[src/hdl/uts_pkg.sv]
// Types and constants shared by the transfer session checker modules.
// No dependencies.
`default_nettype none

package uts_pkg;

    localparam int MAX_MESSAGE_BYTES = 4095;

    localparam logic [7:0]  POS_RSP_BYTE  = 8'h40;
    localparam logic [12:0] REQ_RSP_LEN   = 13'd5;
    localparam logic [11:0] MIN_REQ_LEN   = 12'd4;
    localparam logic [3:0]  MIN_ID_BYTES  = 4'd5;
    localparam logic [3:0]  MIN_SIZE_BYTES = 4'd1;
    localparam logic [3:0]  MAX_SIZE_BYTES = 4'd4;
    localparam logic [11:0] MIN_RSP_ROOM  = 12'd5;
    localparam logic [31:0] GRANT_SAT     = 32'hFFFF_FFFE;
    localparam logic [31:0] GRANT_MAX     = 32'hFFFF_FFFF;

    typedef enum logic [1:0] {
        CMD_REQ_DOWNLOAD = 2'd0,
        CMD_REQ_UPLOAD   = 2'd1,
        CMD_TRANSFER     = 2'd2,
        CMD_EXIT         = 2'd3
    } cmd_t;

    typedef enum logic [1:0] {
        MODE_NONE = 2'd0,
        MODE_DOWN = 2'd1,
        MODE_UP   = 2'd2
    } mode_t;

    typedef enum logic [2:0] {
        ERR_NONE       = 3'd0,
        ERR_LENGTH     = 3'd1,
        ERR_RANGE      = 3'd2,
        ERR_CONDITIONS = 3'd3,
        ERR_SEQUENCE   = 3'd4,
        ERR_COUNTER    = 3'd5,
        ERR_CLIENT     = 3'd6
    } err_t;

    typedef enum logic [2:0] {
        ACT_NONE   = 3'd0,
        ACT_START  = 3'd1,
        ACT_WRITE  = 3'd2,
        ACT_READ   = 3'd3,
        ACT_FINISH = 3'd4
    } action_t;

    typedef struct packed {
        cmd_t        command;
        logic [11:0] request_length;
        logic [7:0]  length_format;
        logic [31:0] memory_size;
        logic        object_found;
        logic [15:0] object_index;
        logic [31:0] client_block_length;
        logic [7:0]  sequence_number;
        logic [11:0] response_room;
        logic        client_accepts;
        logic [7:0]  client_reason;
    } req_t;

    typedef struct packed {
        logic        accepted;
        err_t        error_kind;
        logic [7:0]  client_code;
        logic [7:0]  first_response_byte;
        logic [31:0] granted_length;
        logic [12:0] response_length;
        action_t     client_action;
        logic [11:0] action_length;
        logic [15:0] action_object;
    } rsp_t;

endpackage

`default_nettype wire

[src/hdl/uts_in_reg.sv]
// Input register of the transfer session checker.
// Depends on uts_pkg.
`default_nettype none

module uts_in_reg
    import uts_pkg::*;
(
    input  wire logic clk,
    input  wire logic rst_n,
    input  wire logic req_valid,
    output logic      req_stall,
    input  wire req_t req,
    input  wire logic advance,
    output logic      item_valid,
    output req_t      item
);

    logic item_valid_reg;
    logic item_valid_next;
    req_t item_reg;
    logic load;

    // hold while full and the item cannot move on
    assign req_stall = item_valid_reg && !advance;
    assign load      = req_valid && !req_stall;

    always_comb
    begin
        item_valid_next = item_valid_reg;
        if (load)
        begin
            item_valid_next = 1'b1;
        end
        else if (advance)
        begin
            item_valid_next = 1'b0;
        end
    end

    always_ff @(posedge clk or negedge rst_n)
    begin
        if (!rst_n)
        begin
            item_valid_reg <= 1'b0;
        end
        else
        begin
            item_valid_reg <= item_valid_next;
        end
    end

    always_ff @(posedge clk)
    begin
        if (load)
        begin
            item_reg <= req;
        end
    end

    assign item_valid = item_valid_reg;
    assign item       = item_reg;

endmodule

`default_nettype wire

[src/hdl/uts_session.sv]
// Session state and request checks of the transfer session checker.
// Depends on uts_pkg.
`default_nettype none

module uts_session
    import uts_pkg::*;
#(
    parameter int MAX_MSG_BYTES = MAX_MESSAGE_BYTES
)
(
    input  wire logic clk,
    input  wire logic rst_n,
    input  wire req_t item,
    input  wire logic advance,
    output rsp_t      result
);

    mode_t       mode_reg,   mode_next;
    logic [7:0]  last_reg,   last_next;
    logic [31:0] remain_reg, remain_next;
    logic [31:0] block_reg,  block_next;
    logic [15:0] object_reg, object_next;

    logic [11:0] room_lim;
    logic [11:0] room_eff;
    logic [11:0] room_m1;
    logic [3:0]  id_bytes;
    logic [3:0]  size_bytes;
    logic [11:0] fmt_len;
    logic [31:0] grant;
    logic [11:0] data_len;
    logic [11:0] min_len;
    logic [7:0]  seq_prev;
    logic        counter_ok;
    logic [31:0] up_raw;
    logic [11:0] up_len;
    action_t     xfer_act;
    logic [11:0] xfer_len;

    assign room_lim = (32'(item.response_room) > 32'(MAX_MSG_BYTES)) ?
                      12'(MAX_MSG_BYTES) : item.response_room;
    assign room_eff = (room_lim == 12'd0) ? 12'd1 : room_lim;
    assign room_m1  = room_eff - 12'd1;

    assign id_bytes   = item.length_format[3:0];
    assign size_bytes = item.length_format[7:4];
    assign fmt_len    = {8'd0, id_bytes} + {8'd0, size_bytes} + 12'd2;
    assign grant      = (item.client_block_length >= GRANT_SAT) ? GRANT_MAX :
                        item.client_block_length + 32'd2;

    assign min_len    = (mode_reg == MODE_DOWN) ? 12'd2 : 12'd1;
    assign data_len   = item.request_length - 12'd1;
    assign seq_prev   = item.sequence_number - 8'd1;
    assign counter_ok = (last_reg == item.sequence_number) || (last_reg == seq_prev);

    // upload length: smallest of block size, remaining bytes and response room less one
    assign up_raw   = (block_reg < remain_reg) ? block_reg : remain_reg;
    assign up_len   = ({20'd0, room_m1} < up_raw) ? room_m1 : up_raw[11:0];
    assign xfer_act = (mode_reg == MODE_DOWN) ? ACT_WRITE : ACT_READ;
    assign xfer_len = (mode_reg == MODE_DOWN) ? data_len : up_len;

    always_comb
    begin
        result      = '0;
        mode_next   = mode_reg;
        last_next   = last_reg;
        remain_next = remain_reg;
        block_next  = block_reg;
        object_next = object_reg;
        unique case (item.command)
            CMD_REQ_DOWNLOAD, CMD_REQ_UPLOAD:
            begin
                priority if (item.request_length < MIN_REQ_LEN)
                begin
                    result.error_kind = ERR_LENGTH;
                end
                else if (id_bytes < MIN_ID_BYTES || size_bytes < MIN_SIZE_BYTES ||
                         size_bytes > MAX_SIZE_BYTES)
                begin
                    result.error_kind = ERR_RANGE;
                end
                else if (item.request_length != fmt_len)
                begin
                    result.error_kind = ERR_LENGTH;
                end
                else if (mode_reg != MODE_NONE || room_eff < MIN_RSP_ROOM)
                begin
                    result.error_kind = ERR_CONDITIONS;
                end
                else if (!item.object_found)
                begin
                    result.error_kind = ERR_RANGE;
                end
                else if (!item.client_accepts)
                begin
                    result.error_kind    = ERR_CLIENT;
                    result.client_code   = item.client_reason;
                    result.client_action = ACT_START;
                    result.action_object = item.object_index;
                end
                else
                begin
                    result.accepted            = 1'b1;
                    result.first_response_byte = POS_RSP_BYTE;
                    result.granted_length      = grant;
                    result.response_length     = REQ_RSP_LEN;
                    result.client_action       = ACT_START;
                    result.action_object       = item.object_index;
                    mode_next   = (item.command == CMD_REQ_DOWNLOAD) ? MODE_DOWN : MODE_UP;
                    last_next   = 8'd0;
                    remain_next = item.memory_size;
                    block_next  = grant - 32'd2;
                    object_next = item.object_index;
                end
            end
            CMD_TRANSFER:
            begin
                priority if (item.request_length < min_len)
                begin
                    result.error_kind = ERR_LENGTH;
                end
                else if (mode_reg != MODE_DOWN && mode_reg != MODE_UP)
                begin
                    result.error_kind = ERR_SEQUENCE;
                end
                else if (!counter_ok)
                begin
                    result.error_kind = ERR_COUNTER;
                end
                else if (block_reg < {20'd0, data_len})
                begin
                    result.error_kind = ERR_LENGTH;
                end
                else if (mode_reg == MODE_UP && up_raw == 32'd0)
                begin
                    result.error_kind = ERR_SEQUENCE;
                end
                else if (!item.client_accepts)
                begin
                    result.error_kind    = ERR_CLIENT;
                    result.client_code   = item.client_reason;
                    result.client_action = xfer_act;
                    result.action_length = xfer_len;
                    result.action_object = object_reg;
                end
                else
                begin
                    result.accepted            = 1'b1;
                    result.first_response_byte = item.sequence_number;
                    result.client_action       = xfer_act;
                    result.action_length       = xfer_len;
                    result.action_object       = object_reg;
                    if (mode_reg == MODE_UP)
                    begin
                        result.response_length = {1'b0, up_len} + 13'd1;
                        // drop a repeated block from the byte count
                        if (last_reg != item.sequence_number)
                        begin
                            remain_next = remain_reg - {20'd0, up_len};
                        end
                    end
                    else
                    begin
                        result.response_length = 13'd1;
                    end
                    last_next = item.sequence_number;
                end
            end
            CMD_EXIT:
            begin
                priority if (mode_reg == MODE_NONE)
                begin
                    result.error_kind = ERR_SEQUENCE;
                end
                else if (item.request_length != 12'd0)
                begin
                    result.error_kind = ERR_RANGE;
                end
                else
                begin
                    result.accepted      = 1'b1;
                    result.client_action = ACT_FINISH;
                    result.action_object = object_reg;
                    mode_next            = MODE_NONE;
                end
            end
            default:
            begin
                result.error_kind = ERR_NONE;
            end
        endcase
    end

    always_ff @(posedge clk or negedge rst_n)
    begin
        if (!rst_n)
        begin
            mode_reg   <= MODE_NONE;
            last_reg   <= 8'd0;
            remain_reg <= 32'd0;
            block_reg  <= 32'd0;
            object_reg <= 16'd0;
        end
        else if (advance)
        begin
            mode_reg   <= mode_next;
            last_reg   <= last_next;
            remain_reg <= remain_next;
            block_reg  <= block_next;
            object_reg <= object_next;
        end
    end

endmodule

`default_nettype wire

[src/hdl/uts_out_reg.sv]
// Result register of the transfer session checker.
// Depends on uts_pkg.
`default_nettype none

module uts_out_reg
    import uts_pkg::*;
(
    input  wire logic clk,
    input  wire logic rst_n,
    input  wire logic advance,
    input  wire rsp_t result,
    output logic      room,
    output logic      rsp_valid,
    input  wire logic rsp_stall,
    output rsp_t      rsp
);

    logic rsp_valid_reg;
    logic rsp_valid_next;
    rsp_t rsp_reg;

    // free when empty or when the held response leaves this cycle
    assign room = !rsp_valid_reg || !rsp_stall;

    always_comb
    begin
        rsp_valid_next = rsp_valid_reg;
        if (advance)
        begin
            rsp_valid_next = 1'b1;
        end
        else if (!rsp_stall)
        begin
            rsp_valid_next = 1'b0;
        end
    end

    always_ff @(posedge clk or negedge rst_n)
    begin
        if (!rst_n)
        begin
            rsp_valid_reg <= 1'b0;
        end
        else
        begin
            rsp_valid_reg <= rsp_valid_next;
        end
    end

    always_ff @(posedge clk)
    begin
        if (advance)
        begin
            rsp_reg <= result;
        end
    end

    assign rsp_valid = rsp_valid_reg;
    assign rsp       = rsp_reg;

endmodule

`default_nettype wire

[src/hdl/uds_transfer_session_checker_top.sv]
// Top level of the diagnostic transfer session checker.
// Depends on uts_pkg, uts_in_reg, uts_session and uts_out_reg.
//
// Usage:
//   The req channel carries one diagnostic request per handshake (request
//   download, request upload, transfer data, transfer exit) together with
//   the external object lookup and client verdicts for it. The rsp channel
//   returns exactly one response per request, in order.
//   A request is taken at a rising edge with req_valid high and req_stall low.
//   It lands in the input register, is checked against the session state by
//   combinational logic and lands in the result register, from which it
//   shows on rsp once the result register has room for it.
//   Throughput is one request per cycle while rsp_stall is low; session state
//   updates as each request enters the result register, so the next sees it.
//   When rsp_stall is high the held response stays put; the input register
//   still takes one more request, and req_stall rises only when both
//   registers are full and the response is stalled.
//   Reset clears both valid flags and returns the session to no transfer
//   active, counter, byte counts, block size and object all zero.
`default_nettype none

module uds_transfer_session_checker_top
    import uts_pkg::*;
#(
    parameter int MAX_MSG_BYTES = MAX_MESSAGE_BYTES
)
(
    input  wire logic clk,
    input  wire logic rst_n,
    input  wire logic req_valid,
    output logic      req_stall,
    input  wire req_t req,
    output logic      rsp_valid,
    input  wire logic rsp_stall,
    output rsp_t      rsp
);

    logic item_valid;
    req_t item;
    rsp_t result;
    logic out_room;
    logic advance;

    // advance the held request whenever the result register can take it
    assign advance = item_valid && out_room;

    uts_in_reg u_in_reg (
        .clk        (clk),
        .rst_n      (rst_n),
        .req_valid  (req_valid),
        .req_stall  (req_stall),
        .req        (req),
        .advance    (advance),
        .item_valid (item_valid),
        .item       (item)
    );

    uts_session #(
        .MAX_MSG_BYTES (MAX_MSG_BYTES)
    ) u_session (
        .clk     (clk),
        .rst_n   (rst_n),
        .item    (item),
        .advance (advance),
        .result  (result)
    );

    uts_out_reg u_out_reg (
        .clk       (clk),
        .rst_n     (rst_n),
        .advance   (advance),
        .result    (result),
        .room      (out_room),
        .rsp_valid (rsp_valid),
        .rsp_stall (rsp_stall),
        .rsp       (rsp)
    );

endmodule

`default_nettype wire

[config.mk]
export PLATFORM = sky130hd
export DESIGN_NAME = uds_transfer_session_checker_top
export DESIGN_NICKNAME = d
export VERILOG_FILES = /design/src/hdl/uts_pkg.sv /design/src/hdl/uts_in_reg.sv /design/src/hdl/uts_session.sv /design/src/hdl/uts_out_reg.sv /design/src/hdl/uds_transfer_session_checker_top.sv
export SDC_FILE = /design/constraint.sdc
export NUM_CORES = 1
export LEC_CHECK = 0
export BUFFER_PORTS_ARGS = -buffer_cell sky130_fd_sc_hd__buf_2
export CORE_ASPECT_RATIO = 2
export CORE_MARGIN = 2
export CORE_UTILIZATION = 40
export CTS_CLUSTER_SIZE = 16
export DETAILED_ROUTE_END_ITERATION = 12
export GPL_TIMING_DRIVEN = 0
export PLACE_DENSITY_LB_ADDON = 0.08
export SYNTH_ARGS = -nofsm -noshare
export SYNTH_HDL_FRONTEND = slang
export SYNTH_SLANG_ARGS = --single-unit
[constraint.sdc]
create_clock -name clk -period 18.6 [get_ports clk]
set_input_delay 0.93 -clock clk [delete_from_list [all_inputs] [get_ports clk]]
set_output_delay 0.93 -clock clk [all_outputs]
set_load 0.1 [all_outputs]
# Yosys cells after proc, flatten, opt, wreduce, memory -nomap -nowiden
# Index checks and enable logic that the tools add are counted.
# classes
addsub	9
n_mul	0
n_div	0
magnitude_cmp	10
n_eq_ne	28
shifts	0
n_mux	108
bitwise_logic	9
reduce_logical	30
# ops
cell	count
$mux 32	16
$mux 64	5
$mux 44	5
$mux 16	12
$mux 8	13
$pmux 32 s2	1
$mux 52	1
$pmux 16 s3	1
$mux 3	13
$mux 12	3
$add 32x2->32 const B	1
$ge 32x32->1 const B	1
$logic_not 32->1	1
$lt 12x32->1	1
$lt 32x12->1	1
$lt 32x32->1	1
$pmux 16 s2	1
$sub 32x12->32	1
$sub 32x2->32 const B	1
$ne 2x2->1 const B	14
$mux 13	2
$pmux 13 s2	1
$lt 12x3->1 const B	2
$sub 12x1->12 const B	2
other kinds (36)	94
# word_totals
ff_bits	320
latchBits	0
ram_bits	0
romBits	0
inputBits	136
output_inout_bits	98
elab_cells	221
mem_count	0

# Longest topological paths before layout
# Gate-level depths: netlist of the first run.
# logic_depth
word_depth	15
mapped_depth	35
depth_no_buf	32

# Cells and area by module
# A second synthesis of the first run with hierarchy kept.
# hier_totals
hier_cells	1576
hier_area_um2	17122.7
# modules_own_cells
mod	instances	cells_per_inst	area_per_inst_um2	seq_area_each_um2
uts_session	1	1339	10176.0	2252.2
uts_in_reg	1	137	4021.4	3988.8
uts_out_reg	1	99	2919.0	2907.8
uds_transfer_session_checker_top	1	1	6.3	0.0

# Least setup slack after synthesis of the first run
# OpenSTA, ideal clock, no wires.
# synth_path
kind	register -> register
startpoint	register u_session.remain_reg[2]
endpoint	register u_session.remain_reg[28]
setup_time_ns	0.126
t_arrival_ns	7.182
t_required_ns	18.474
setup_slack_ns	11.292
stages_incl_launch_ff	32
n_path_buf	3
path_cell_list	dfrtp_1 -> clkbuf_1 -> inv_1 -> ha_1 -> a2111o_1 -> a31oi_1 -> o2bb2ai_2 -> nor2_1 -> clkbuf_1 -> mux2i_1 -> ha_1 -> a21o_1 -> a21o_1 -> a21oi_1 -> nor3_1 -> o21ai_0 -> o311ai_2 -> o31ai_4 -> buf_6 -> mux2i_1 -> inv_1 -> fa_1 -> a21oi_1 -> o21ai_1 -> a2111oi_0 -> o31ai_1 -> o41ai_2 -> nand2_1 -> or4_1 -> nand3_1 -> o41ai_1 -> a221o_1
# synth_between
elab_chain_cells	14
elab_cells_between_ends	18
classes_between	add/sub: 1; order compare: 2; eq/ne: 1; mux: 11; reduce/logical: 3
# synth_rtl
element	line_no	text
start, declared	uts_session.sv:20	logic [31:0] remain_reg, remain_next;
start signal, assigned	uts_session.sv:208	remain_reg <= remain_next;
$lt 32x32->1	uts_session.sv:57	assign up_raw = (block_reg < remain_reg) ? block_reg : remain_reg;
$mux 32	uts_session.sv:57	
$lt 12x32->1	uts_session.sv:58	assign up_len = ({20'd0, room_m1} < up_raw) ? room_m1 : up_raw[11:0];
$mux 12	uts_session.sv:58	
$sub 32x12->32	uts_session.sv:159	remain_next = remain_reg - {20'd0, up_len};
$mux 32	uts_session.sv:157	if (last_reg != item.sequence_number)
$mux 32	uts_session.sv:153	if (mode_reg == MODE_UP)
$mux 32	uts_session.sv:138	else if (!item.client_accepts)
$mux 32	uts_session.sv:134	else if (mode_reg == MODE_UP && up_raw == 32'd0)
$mux 32	uts_session.sv:130	else if (block_reg < {20'd0, data_len})
$mux 32	uts_session.sv:126	else if (!counter_ok)
$mux 32	uts_session.sv:122	else if (mode_reg != MODE_DOWN && mode_reg != MODE_UP)
$mux 32	uts_session.sv:118	priority if (item.request_length < min_len)
$pmux 32 s2	uts_session.sv:70	unique case (item.command)
# Several ways; a longest one is shown, not always the timed one. The select of a mux whose other input is x is not followed.
# A chain may end at the register's enable or synchronous reset.

# Worst setup path after layout of the first run
# layout_path
startpoint	register u_session.remain_reg[27]
endpoint	register u_session.remain_reg[28]
# Same word-level chain as after synthesis.

==> impl_results.md, run 1 <==
- Status: complete, no violations
- Fin cells: 2472
- Hold_buf cts: 0
- Ports: 234
- WP data required: 19.13 ns
- Worst VDD drop: 89.17 uV
- Clock slew at reported path FFs: 0.07 ns
- FF-to-FF Start: u_session.remain_reg[27]$_DFFE_PN0P_
- GRT Util Overall: 0.2343
- Remaining routing DRC violations: 0
- Setup Fix Bufs, Post-CTS: 0
- Area delta synth->final: 17.30%
- Setup crit start: u_session.remain_reg[27]$_DFFE_PN0P_
- Slew at the pin closest to its max-slew limit: 1.095 ns
- Crit path to: u_session.remain_reg[28]$_DFFE_PN0P_
- Static Leak: 8.445 nW
- Max-cap violations: 0
- Cell Area, Synth: 17540 um2
- Max-slew violations: 0
- Post-synthesis cell count: 1625
- Final Hold Viols: 0
- Largest net degree at the start of global routing: 63
- GRT busiest layer: met2
- GR Util met2: 0.4489
- Root buffer cell: clkbuf_16
- Final worst slack: 8.294 ns
- Drt first pass iters: 5
- Die W: 152.1 um
- Row count: 108
- Total power: 2.076 mW
- Seq/Total Area, Yosys: 0.5215
- Antenna violations before repair: 3
- CP Capture Type: flop
- Clock sink count: 320
- RSZ-0062 raised after global routing: no
- FF+latch count, synth: 320
- Gr ovfl total: 0
- Mapped Nets: 1847
- WHS: 0.2747 ns
- Fmax: 0.09703 GHz
- Total number of yosys warnings: 0
- Most common cell after layout, fill and taps aside: buf_2
- Crit path time final: 10.31 ns
- Worst reg-to-reg path cell count: 32
- WL/cell: 21.99 um
- Distinct cells, synth: 89
- Initial Utilization: 0.4044
- FILL cells: 4111
- Ys flop type: edfxtp_1
- Post-synth EDFFs: 228
- Final Cycle Share: 0.5541
- Syn Area/Cell: 10.80 um2
- Asr flop ratio synth: 0.2875
- Clock H-tree levels: 1
- Routability cong.: 0.9241
- Dpl hpwl: 42620 um
- Post-route ant nets: 0
- Core outline area: 43380 um2
- Post-layout util: 0.4744
- # port buffers: 233
- R2R Path End: u_session.remain_reg[28]$_DFFE_PN0P_
- Multi-input logic area: 7805 um2
- Crit-path max FO: 10
- WS Path Type: reg2reg
- Nets: 2118
- Vias per cell: 5.562
- Starting DRT DRC Count: 584
- Cell depth of the worst setup path: 32
- CTS max path bufs: 3
- Post-route setup TNS: 0 ns
- CP top delay family: compound AO/OA/AOI/OAI gates
- Vias in the first global route: 14213
- Die area: 45650 um2
- First-pass GRT wire length: 82650 um
- Final setup fails: 0
- Power per cell area: 100.9 nW/um2
- Met1 Use GR: 0.2390
- Post-Place Cells: 2414
- CP max stage cell: o41ai_2
- Worst Skew: 0.01852 ns
- Worst slew margin: 0.2630
- Die Ht: 300.2 um
- Post-DP Area: 19540 um2
- CTS tree: done
- Final instance area: 20580 um2
- Most frequent cells in the layout: 243 x buf_2, 228 x edfxtp_1, 142 x nand2_1
- DR vias: 13749
- Post-CTS resize count: 0
- R2R setup slack: 8.29 ns
- CP bufs+invs: 5
- Layout cell share with drive strength beyond 1: 0.1865
- Crit start category: flop
- Worst skew pair latency: 0.60 ns
- CTS buffer count: 30
- Hold crit path type: in2async
- Largest register FFs: 132
- Final wirelength: 54360 um
- WP data arrival: 10.84 ns
- Sequential cell area: 9149 um2
- DP Worst Slack: 8.448 ns
- Max stage delay on crit path: 0.80 ns
- Routing usage on met3: 0.03229
[where the power goes]
group	internal (mW)	leakage, nW	switching, mW
clock network	0.358	0.500	0.282
logic	0.167	4.53	0.362
registers	0.837	3.41	0.0706
total	1.36	8.45	0.714
[cell families (layout without fill, tap and decap cells)]
logic type	count (synthesis)	after routing	share of synthesized area
muxes	65	65	0.03937
AOI/OAI and AO/OA	316	316	0.1201
and+or+nand+nor	583	583	0.1688
xor gates and xnor gates	107	107	0.05428
other	0	2	0
adders and majority gates	86	86	0.06219
buffers and inverters	148	443	0.03373
DFF	320	320	0.5215
[synthesized netlist by cell type (18+ instances only)]
cell | count | area share
inv_1 | 87 | 0.019
edfxtp_1 | 228 | 0.39
and2_1 | 26 | 0.0093
nor3_1 | 53 | 0.015
xor2_1 | 44 | 0.022
nand2_1 | 142 | 0.030
mux2_2 | 24 | 0.015
o21ai_0 | 86 | 0.025
xnor2_1 | 62 | 0.031
clkbuf_1 | 43 | 0.0092
nand4_1 | 41 | 0.015
o21a_1 | 18 | 0.0077
a21oi_1 | 77 | 0.022
ha_1 | 84 | 0.060
nand3_1 | 48 | 0.014
mux2i_1 | 39 | 0.022
nor4_1 | 28 | 0.010
dfrtp_1 | 92 | 0.13
nor2_1 | 134 | 0.029
[worst register-to-register path: cells and delay by family, from the launching register on]
kind                     cells  cell delay [ns]
AND/OR/NAND/NOR              6             1.66
flip-flops                   1             0.52
buffers and inverters        5             1.06
adder cells (fa/ha/maj)      4             1.17
multiplexers                 2             0.53
AO/OA/AOI/OAI               15             5.34
[cell type report]
| type | instances | share of cell area |
|---|---|---|
| antenna | 2 | 0.0002432 |
| buffer | 60 | 0.01289 |
| inverter | 88 | 0.01605 |
| clock inverter | 14 | 0.007783 |
| timing repair buffer | 239 | 0.06348 |
| multi-input combinational | 1157 | 0.3793 |
| clock buffer | 42 | 0.04226 |
| sequential | 320 | 0.4446 |
| tap | 550 | 0.03344 |
[how the worst min path moves through the flow]
| stage | start | end | slack [ns] |
|---|---|---|---|
| floorplan | u_in_reg.item[105]$_DFFE_PP_ | u_session.remain_reg[27]$_DFFE_PN0P_ | 0.45 |
| global placement | u_in_reg.item_valid$_DFFE_PN0P_ | u_out_reg.rsp_valid$_DFFE_PN0P_ | 0.46 |
| detailed placement | u_session.last_reg[0]$_DFFE_PN0P_ | u_session.last_reg[0]$_DFFE_PN0P_ | 0.49 |
| CTS | rst_n | u_session.last_reg[3]$_DFFE_PN0P_ | 0.27 |
| global route | rst_n | u_session.last_reg[3]$_DFFE_PN0P_ | 0.29 |
| finish | rst_n | u_session.last_reg[3]$_DFFE_PN0P_ | 0.27 |
[metal layers]
metal | vias to the layer above | wire length, um
li1 | 6552 | -
met1 | 6568 | 19040
met2 | 463 | 29140
met3 | 164 | 2527
met4 | 2 | 3642
met5 | - | 7
No activity file was read; power rests on OpenSTA's default activity.
==> run 2, diff against run 1 <==
--- a/config.mk
+++ b/config.mk
@@ -5,6 +5,7 @@
 export SDC_FILE = /design/constraint.sdc
 export NUM_CORES = 1
 export LEC_CHECK = 0
+export ABC_AREA = 1
 export BUFFER_PORTS_ARGS = -buffer_cell sky130_fd_sc_hd__buf_2
 export CORE_ASPECT_RATIO = 2
 export CORE_MARGIN = 2
==> constraint.sdc (replaced) <==
create_clock -name clk -period 9.75 [get_ports clk]
set_input_delay 0.4875 -clock clk [delete_from_list [all_inputs] [get_ports clk]]
set_output_delay 0.4875 -clock clk [all_outputs]
set_load 0.1 [all_outputs]
==> impl_results.md, run 2 <==
- CP top delay family: simple AND/OR/NAND/NOR gates
- Share of the synthesized area in the top cell type: 0.3949
- Max stage delay on crit path: 0.56 ns
- FF-to-FF Start: u_in_reg.item[14]$_DFFE_PP_
- CP Capture Type: flop
- Final Hold Viols: 0
- Hold EP: u_in_reg.item[113]$_DFFE_PP_
- WS Path Type: reg2reg
- Clock slew at reported path FFs: 0.07 ns
- Power per cell area: 226.6 nW/um2
- Drt first pass iters: 5
- Post-DP Area: 19330 um2
- Antenna violations before repair: 6
- Cell Area, Synth: 17340 um2
- Post-route setup TNS: 0 ns
- Die Ht: 298.4 um
- FF+latch count, synth: 320
- Die W: 151.2 um
- WHS: 0.1046 ns
- CTS max path bufs: 3
- Area delta synth->final: 17.81%
- Starting DRT DRC Count: 607
- Layout cell share with drive strength beyond 1: 0.1977
- Most common cell after layout, fill and taps aside: nand2_1
- Static Leak: 8.982 nW
- Final instance area: 20430 um2
- # port buffers: 233
- Worst VDD drop: 138.1 uV
- CP max stage cell: nor4_2
- Core outline area: 42710 um2
- Routability cong.: 0.9345
- Total number of yosys warnings: 0
- Clock sink count: 320
- WL/cell: 19.48 um
- Seq/Total Area, Yosys: 0.5277
- First-pass GRT wire length: 78870 um
- Hold_buf cts: 1
- Cell repeated most along the worst path: nand2_1
- Post-route ant nets: 0
- Dpl hpwl: 41480 um
- Hold crit path type: in2reg
- Cell depth of the worst setup path: 46
- Ys flop type: edfxtp_1
- Max-cap violations: 0
- Multi-input logic area: 7094 um2
- Max-slew violations: 0
- Die area: 45130 um2
- Sequential cell area: 9149 um2
- WP data required: 10.20 ns
- Distinct cells, synth: 63
- Final Cycle Share: 0.7061
- Worst Hold Depth: 1
- Worst Skew: 0.02649 ns
- Fmax: 0.1453 GHz
- Post-synth EDFFs: 228
- CP bufs+invs: 9
- DR vias: 13680
- Vias in the first global route: 14318
- Largest register FFs: 132
- RSZ-0062 raised after global routing: no
- Largest net degree at the start of global routing: 70
- Post-synthesis cell count: 1824
- Hold path startpoint: req[113]
- Fin cells: 2669
- Initial Utilization: 0.4060
- Ports: 234
- Most frequent cells after synthesis: 354 x nand2_1, 228 x edfxtp_1, 207 x inv_1
- CTS tree: done
- Vias per cell: 5.126
- Crit path time final: 6.884 ns
- Worst slew margin: 0.4665
- Nets: 2322
- Mapped Nets: 2046
- CTS buffer count: 34
- Most frequent cells in the layout: 354 x nand2_1, 238 x buf_2, 228 x edfxtp_1
- GRT Util Overall: 0.2323
- Gr ovfl total: 0
- Area leader, netlist: edfxtp_1
- Area contributors post-synth: edfxtp_1 39%, dfrtp_1 13%, nand2_1 7.7%
- Asr flop ratio synth: 0.2875
- Worst skew pair latency: 0.56 ns
- Post-Place Cells: 2608
- Setup Fix Bufs, Post-CTS: 0
- Row count: 107
- Final wirelength: 51980 um
- Clock H-tree levels: 2
- Root buffer cell: clkbuf_16
- Remaining routing DRC violations: 0
- Status: complete, no violations
- Count leader, synth: nand2_1
- Crit start category: flop
- R2R Path End: u_session.remain_reg[30]$_DFFE_PN0P_
- Crit-path max FO: 10
- Post-CTS resize count: 0
- Slew at the pin closest to its max-slew limit: 0.8003 ns
- R2R setup slack: 2.87 ns
- Diode count: 0
- Syn Area/Cell: 9.505 um2
- Final setup fails: 0
- WP data arrival: 7.33 ns
- Worst reg-to-reg path cell count: 46
- FILL cells: 4141
run 2: cell types whose count changed after synthesis, moves of 38 or more:
cell | previous run | this run
nand2_1 | 142 | 354
xnor2_1 | 62 | 23
o21ai_1 | 3 | 48
nor2_1 | 134 | 189
inv_1 | 87 | 207
mux2i_1 | 39 | 1
run 2: stage by stage:
stage	util	power, mW	worst slack [ns]
finish	0.4783	4.628	2.866
detailed placement	0.4526	3.368	2.834
floorplan	-	2.936	2.615
CTS	0.4783	4.672	2.777
global placement	0.4492	3.348	-0.6158
global route	0.4783	4.907	2.159
run 2: cell type report:
type / count / share of cell area
Clock inverter: 23 / 0.01096
Clock buffer: 37 / 0.04221
Multi-Input combinational cell: 1226 / 0.3473
Buffer: 39 / 0.01029
Inverter: 239 / 0.04423
Sequential cell: 320 / 0.4479
Tap cell: 545 / 0.03338
Timing Repair Buffer: 240 / 0.06371
run 2: logic make-up after synthesis:
kind of cell / after synthesis / share of synthesized area
buffers and inverters: 278 / 0.06394
adders and majority gates: 86 / 0.06293
xor gates and xnor gates: 82 / 0.04142
DFF: 320 / 0.5277
muxes: 6 / 0.003825
and+or+nand+nor: 773 / 0.2054
AOI/OAI and AO/OA: 279 / 0.09483
run 2: where the power goes:
group	internal (mW)	switching [mW]
Clock	0.704	0.577
Combinational	0.458	1.14
Sequential	1.63	0.117
run 2: worst max path at each step:
stage | start | end | slack (ns)
2_1_floorplan | u_out_reg.rsp_valid$_DFFE_PN0P_ | u_session.remain_reg[15]$_DFFE_PN0P_ | 2.61
3_3_place_gp | rsp_stall | u_session.remain_reg[29]$_DFFE_PN0P_ | -0.62
6_report | u_in_reg.item[14]$_DFFE_PP_ | u_session.remain_reg[30]$_DFFE_PN0P_ | 2.87
3_5_place_dp | u_in_reg.item[14]$_DFFE_PP_ | u_session.remain_reg[30]$_DFFE_PN0P_ | 2.83
4_1_cts | u_in_reg.item[14]$_DFFE_PP_ | u_session.remain_reg[30]$_DFFE_PN0P_ | 2.78
5_1_grt | u_in_reg.item[14]$_DFFE_PP_ | u_session.remain_reg[30]$_DFFE_PN0P_ | 2.16
run 2: per-layer routing:
metal / vias to the layer above / global-route usage / part of all wire
met5: - / 0 / 0.0015
met4: 12 / 0.1117 / 0.055
met3: 130 / 0.03405 / 0.042
met2: 365 / 0.4635 / 0.57
met1: 6442 / 0.2227 / 0.33
li1: 6731 / - / -
==> run 3, diff against run 2 <==
==> constraint.sdc (replaced) <==
create_clock -name clk -period 6.4 [get_ports clk]
set_input_delay 0.32 -clock clk [delete_from_list [all_inputs] [get_ports clk]]
set_output_delay 0.32 -clock clk [all_outputs]
set_load 0.1 [all_outputs]
==> impl_results.md, run 3 (synthesis gave the netlist of run 2 again) <==
- Worst Hold Depth: 3
- Area delta synth->final: 28.07%
- Starting DRT DRC Count: 816
- Die W: 151.2 um
- Crit start category: flop
- Max stage delay on crit path: 0.41 ns
- Post-DP Area: 19330 um2
- Final instance area: 22200 um2
- Post-layout util: 0.5199
- Clock H-tree levels: 2
- Final Hold Viols: 0
- Slew at the pin closest to its max-slew limit: 0.9417 ns
- CTS buffer count: 34
- Worst reg-to-reg path cell count: 46
- Post-Place Cells: 2608
- GRT Util Overall: 0.2404
- Die Ht: 298.4 um
- Initial Utilization: 0.4060
- DR vias: 14409
- Worst Skew: 0.02189 ns
- Status: complete, no violations
- Fin cells: 2837
- Antenna violations before repair: 1
- Crit-path max FO: 10
- WL/cell: 19.02 um
- Die area: 45130 um2
- Hold EP: u_in_reg.item_valid$_DFFE_PN0P_
- Max-slew violations: 0
- Reg power frac: 0.362
- Remaining routing DRC violations: 0
- WP data arrival: 6.44 ns
- Row count: 107
- Total power: 7.364 mW
- Nets: 2486
- Ports: 234
- Sw power: 2.873 mW
- Switching share of total power: 0.3901
- Final setup fails: 0
- Vias per cell: 5.079
- WP data required: 6.85 ns
- Fmax: 0.1670 GHz
- Final Cycle Share: 0.9356
- Drt first pass iters: 5
- FF-to-FF Start: u_session.remain_reg[13]$_DFFE_PN0P_
- Clock slew at reported path FFs: 0.06 ns
- Clock sink count: 320
- CTS max path bufs: 3
- Vias in the first global route: 15090
- Core outline area: 42710 um2
- Int Pwr: 4.491 mW
- Worst VDD drop: 220.8 uV
- Static Leak: 9.704 nW
- Worst skew pair latency: 0.54 ns
- First-pass GRT wire length: 82140 um
- Largest register FFs: 132
- Max-cap violations: 0
- Final wirelength: 53970 um
- FILL cells: 4008
- Most common cell after layout, fill and taps aside: nand2_1
- CP max stage cell: dfrtp_1
- Root buffer cell: clkbuf_16
- Hold crit path type: in2reg
- Comb pwr share: 0.367
- R2R setup slack: 0.41 ns
- Hold path startpoint: req_valid
- Cell repeated most along the worst path: nand2_1
- Largest net degree at the start of global routing: 75
- Dpl hpwl: 41930 um
- Gr ovfl total: 0
- Sequential cell area: 9161 um2
- Crit path time final: 5.988 ns
- Post-route ant nets: 0
- # port buffers: 233
- Most frequent cells in the layout: 351 x nand2_1, 238 x buf_2, 228 x edfxtp_1
- WS Path Type: reg2reg
- CTS tree: done
- Power per cell area: 331.7 nW/um2
- Routability cong.: 0.9032
- R2R Path End: u_session.remain_reg[30]$_DFFE_PN0P_
- Worst slew margin: 0.3722
- Power share of the clock group: 0.271
- Multi-input logic area: 7236 um2
- CP Capture Type: flop
- Layout cell share with drive strength beyond 1: 0.2223
## run 3: final cells by class
class,instances,share of cell area
sequential,320,0.4126
multi-input combinational,1226,0.3259
timing repair buffer,404,0.1290
clock buffer,46,0.04260
inverter,239,0.04102
tap,545,0.03071
buffer,39,0.009636
clock inverter,16,0.008284
antenna,2,0.0002254
## run 3: power by group through the flow
| stage | combinational (mW) | clock (mW) | sequential [mW] |
|---|---|---|---|
| 2_1_floorplan | 1.41 | 0 | 3.06 |
| 3_3_place_gp | 2.38 | 0 | 2.73 |
| 3_5_place_dp | 2.44 | 0 | 2.71 |
| 4_1_cts | 2.57 | 2.04 | 2.67 |
| 5_1_grt | 2.98 | 2.12 | 2.69 |
| 6_report | 2.71 | 1.99 | 2.67 |
## run 3: worst max path at each step
stage	from	end	slack [ns]	depth (start not counted)
after floorplan	u_session.remain_reg[21]$_DFFE_PN0P_	u_session.remain_reg[30]$_DFFE_PN0P_	0.95	46
after global placement	rsp_stall	u_session.remain_reg[24]$_DFFE_PN0P_	-0.76	16
after detailed placement	u_in_reg.item[14]$_DFFE_PP_	u_session.remain_reg[30]$_DFFE_PN0P_	-0.61	46
after CTS	u_session.block_reg[5]$_DFFE_PN0P_	u_session.remain_reg[30]$_DFFE_PN0P_	0.03	47
after global routing	u_in_reg.item[17]$_DFFE_PP_	u_session.remain_reg[30]$_DFFE_PN0P_	-0.03	46
final	u_session.remain_reg[13]$_DFFE_PN0P_	u_session.remain_reg[30]$_DFFE_PN0P_	0.41	46
## run 3: worst max-delay path, delay by kind of cell (launching register included)
kind                       cells  cell delay, ns
AOI/OAI and AO/OA             14            1.79
adders and majority gates      4            1.13
buffers and inverters          8            0.69
DFF                            1            0.41
and+or+nand+nor               20            1.87
## run 3: layer usage
| layer | vias to the layer above | global-route usage | part of all wire |
|---|---|---|---|
| li1 | 7054 | - | - |
| met1 | 6807 | 0.2303 | 0.34 |
| met2 | 424 | 0.4838 | 0.57 |
| met3 | 124 | 0.03008 | 0.038 |
| met4 | 0 | 0.1153 | 0.055 |
| met5 | - | 0 | 0 |
## run 3: timing repair
item                       4_1_cts  5_1_grt
buffers inserted                 9       22
pin swaps                        3       18
setup endpoints to repair       13       18
hold buffers                   134        0
gates resized for setup         16       53
hold endpoints to repair       164        0
## run 3: stage by stage
step / setup TNS [ns] / worst slack, ns / hold WS, ns
2_1_floorplan: 0 / 0.9495 / 0.02441
3_3_place_gp: -23.90 / -0.7581 / 0.4521
3_5_place_dp: -3.368 / -0.6124 / 0.3091
4_1_cts: 0 / 0.03059 / 0.07070
5_1_grt: -0.04237 / -0.03475 / 0.08574
6_report: 0 / 0.4119 / 0.09787
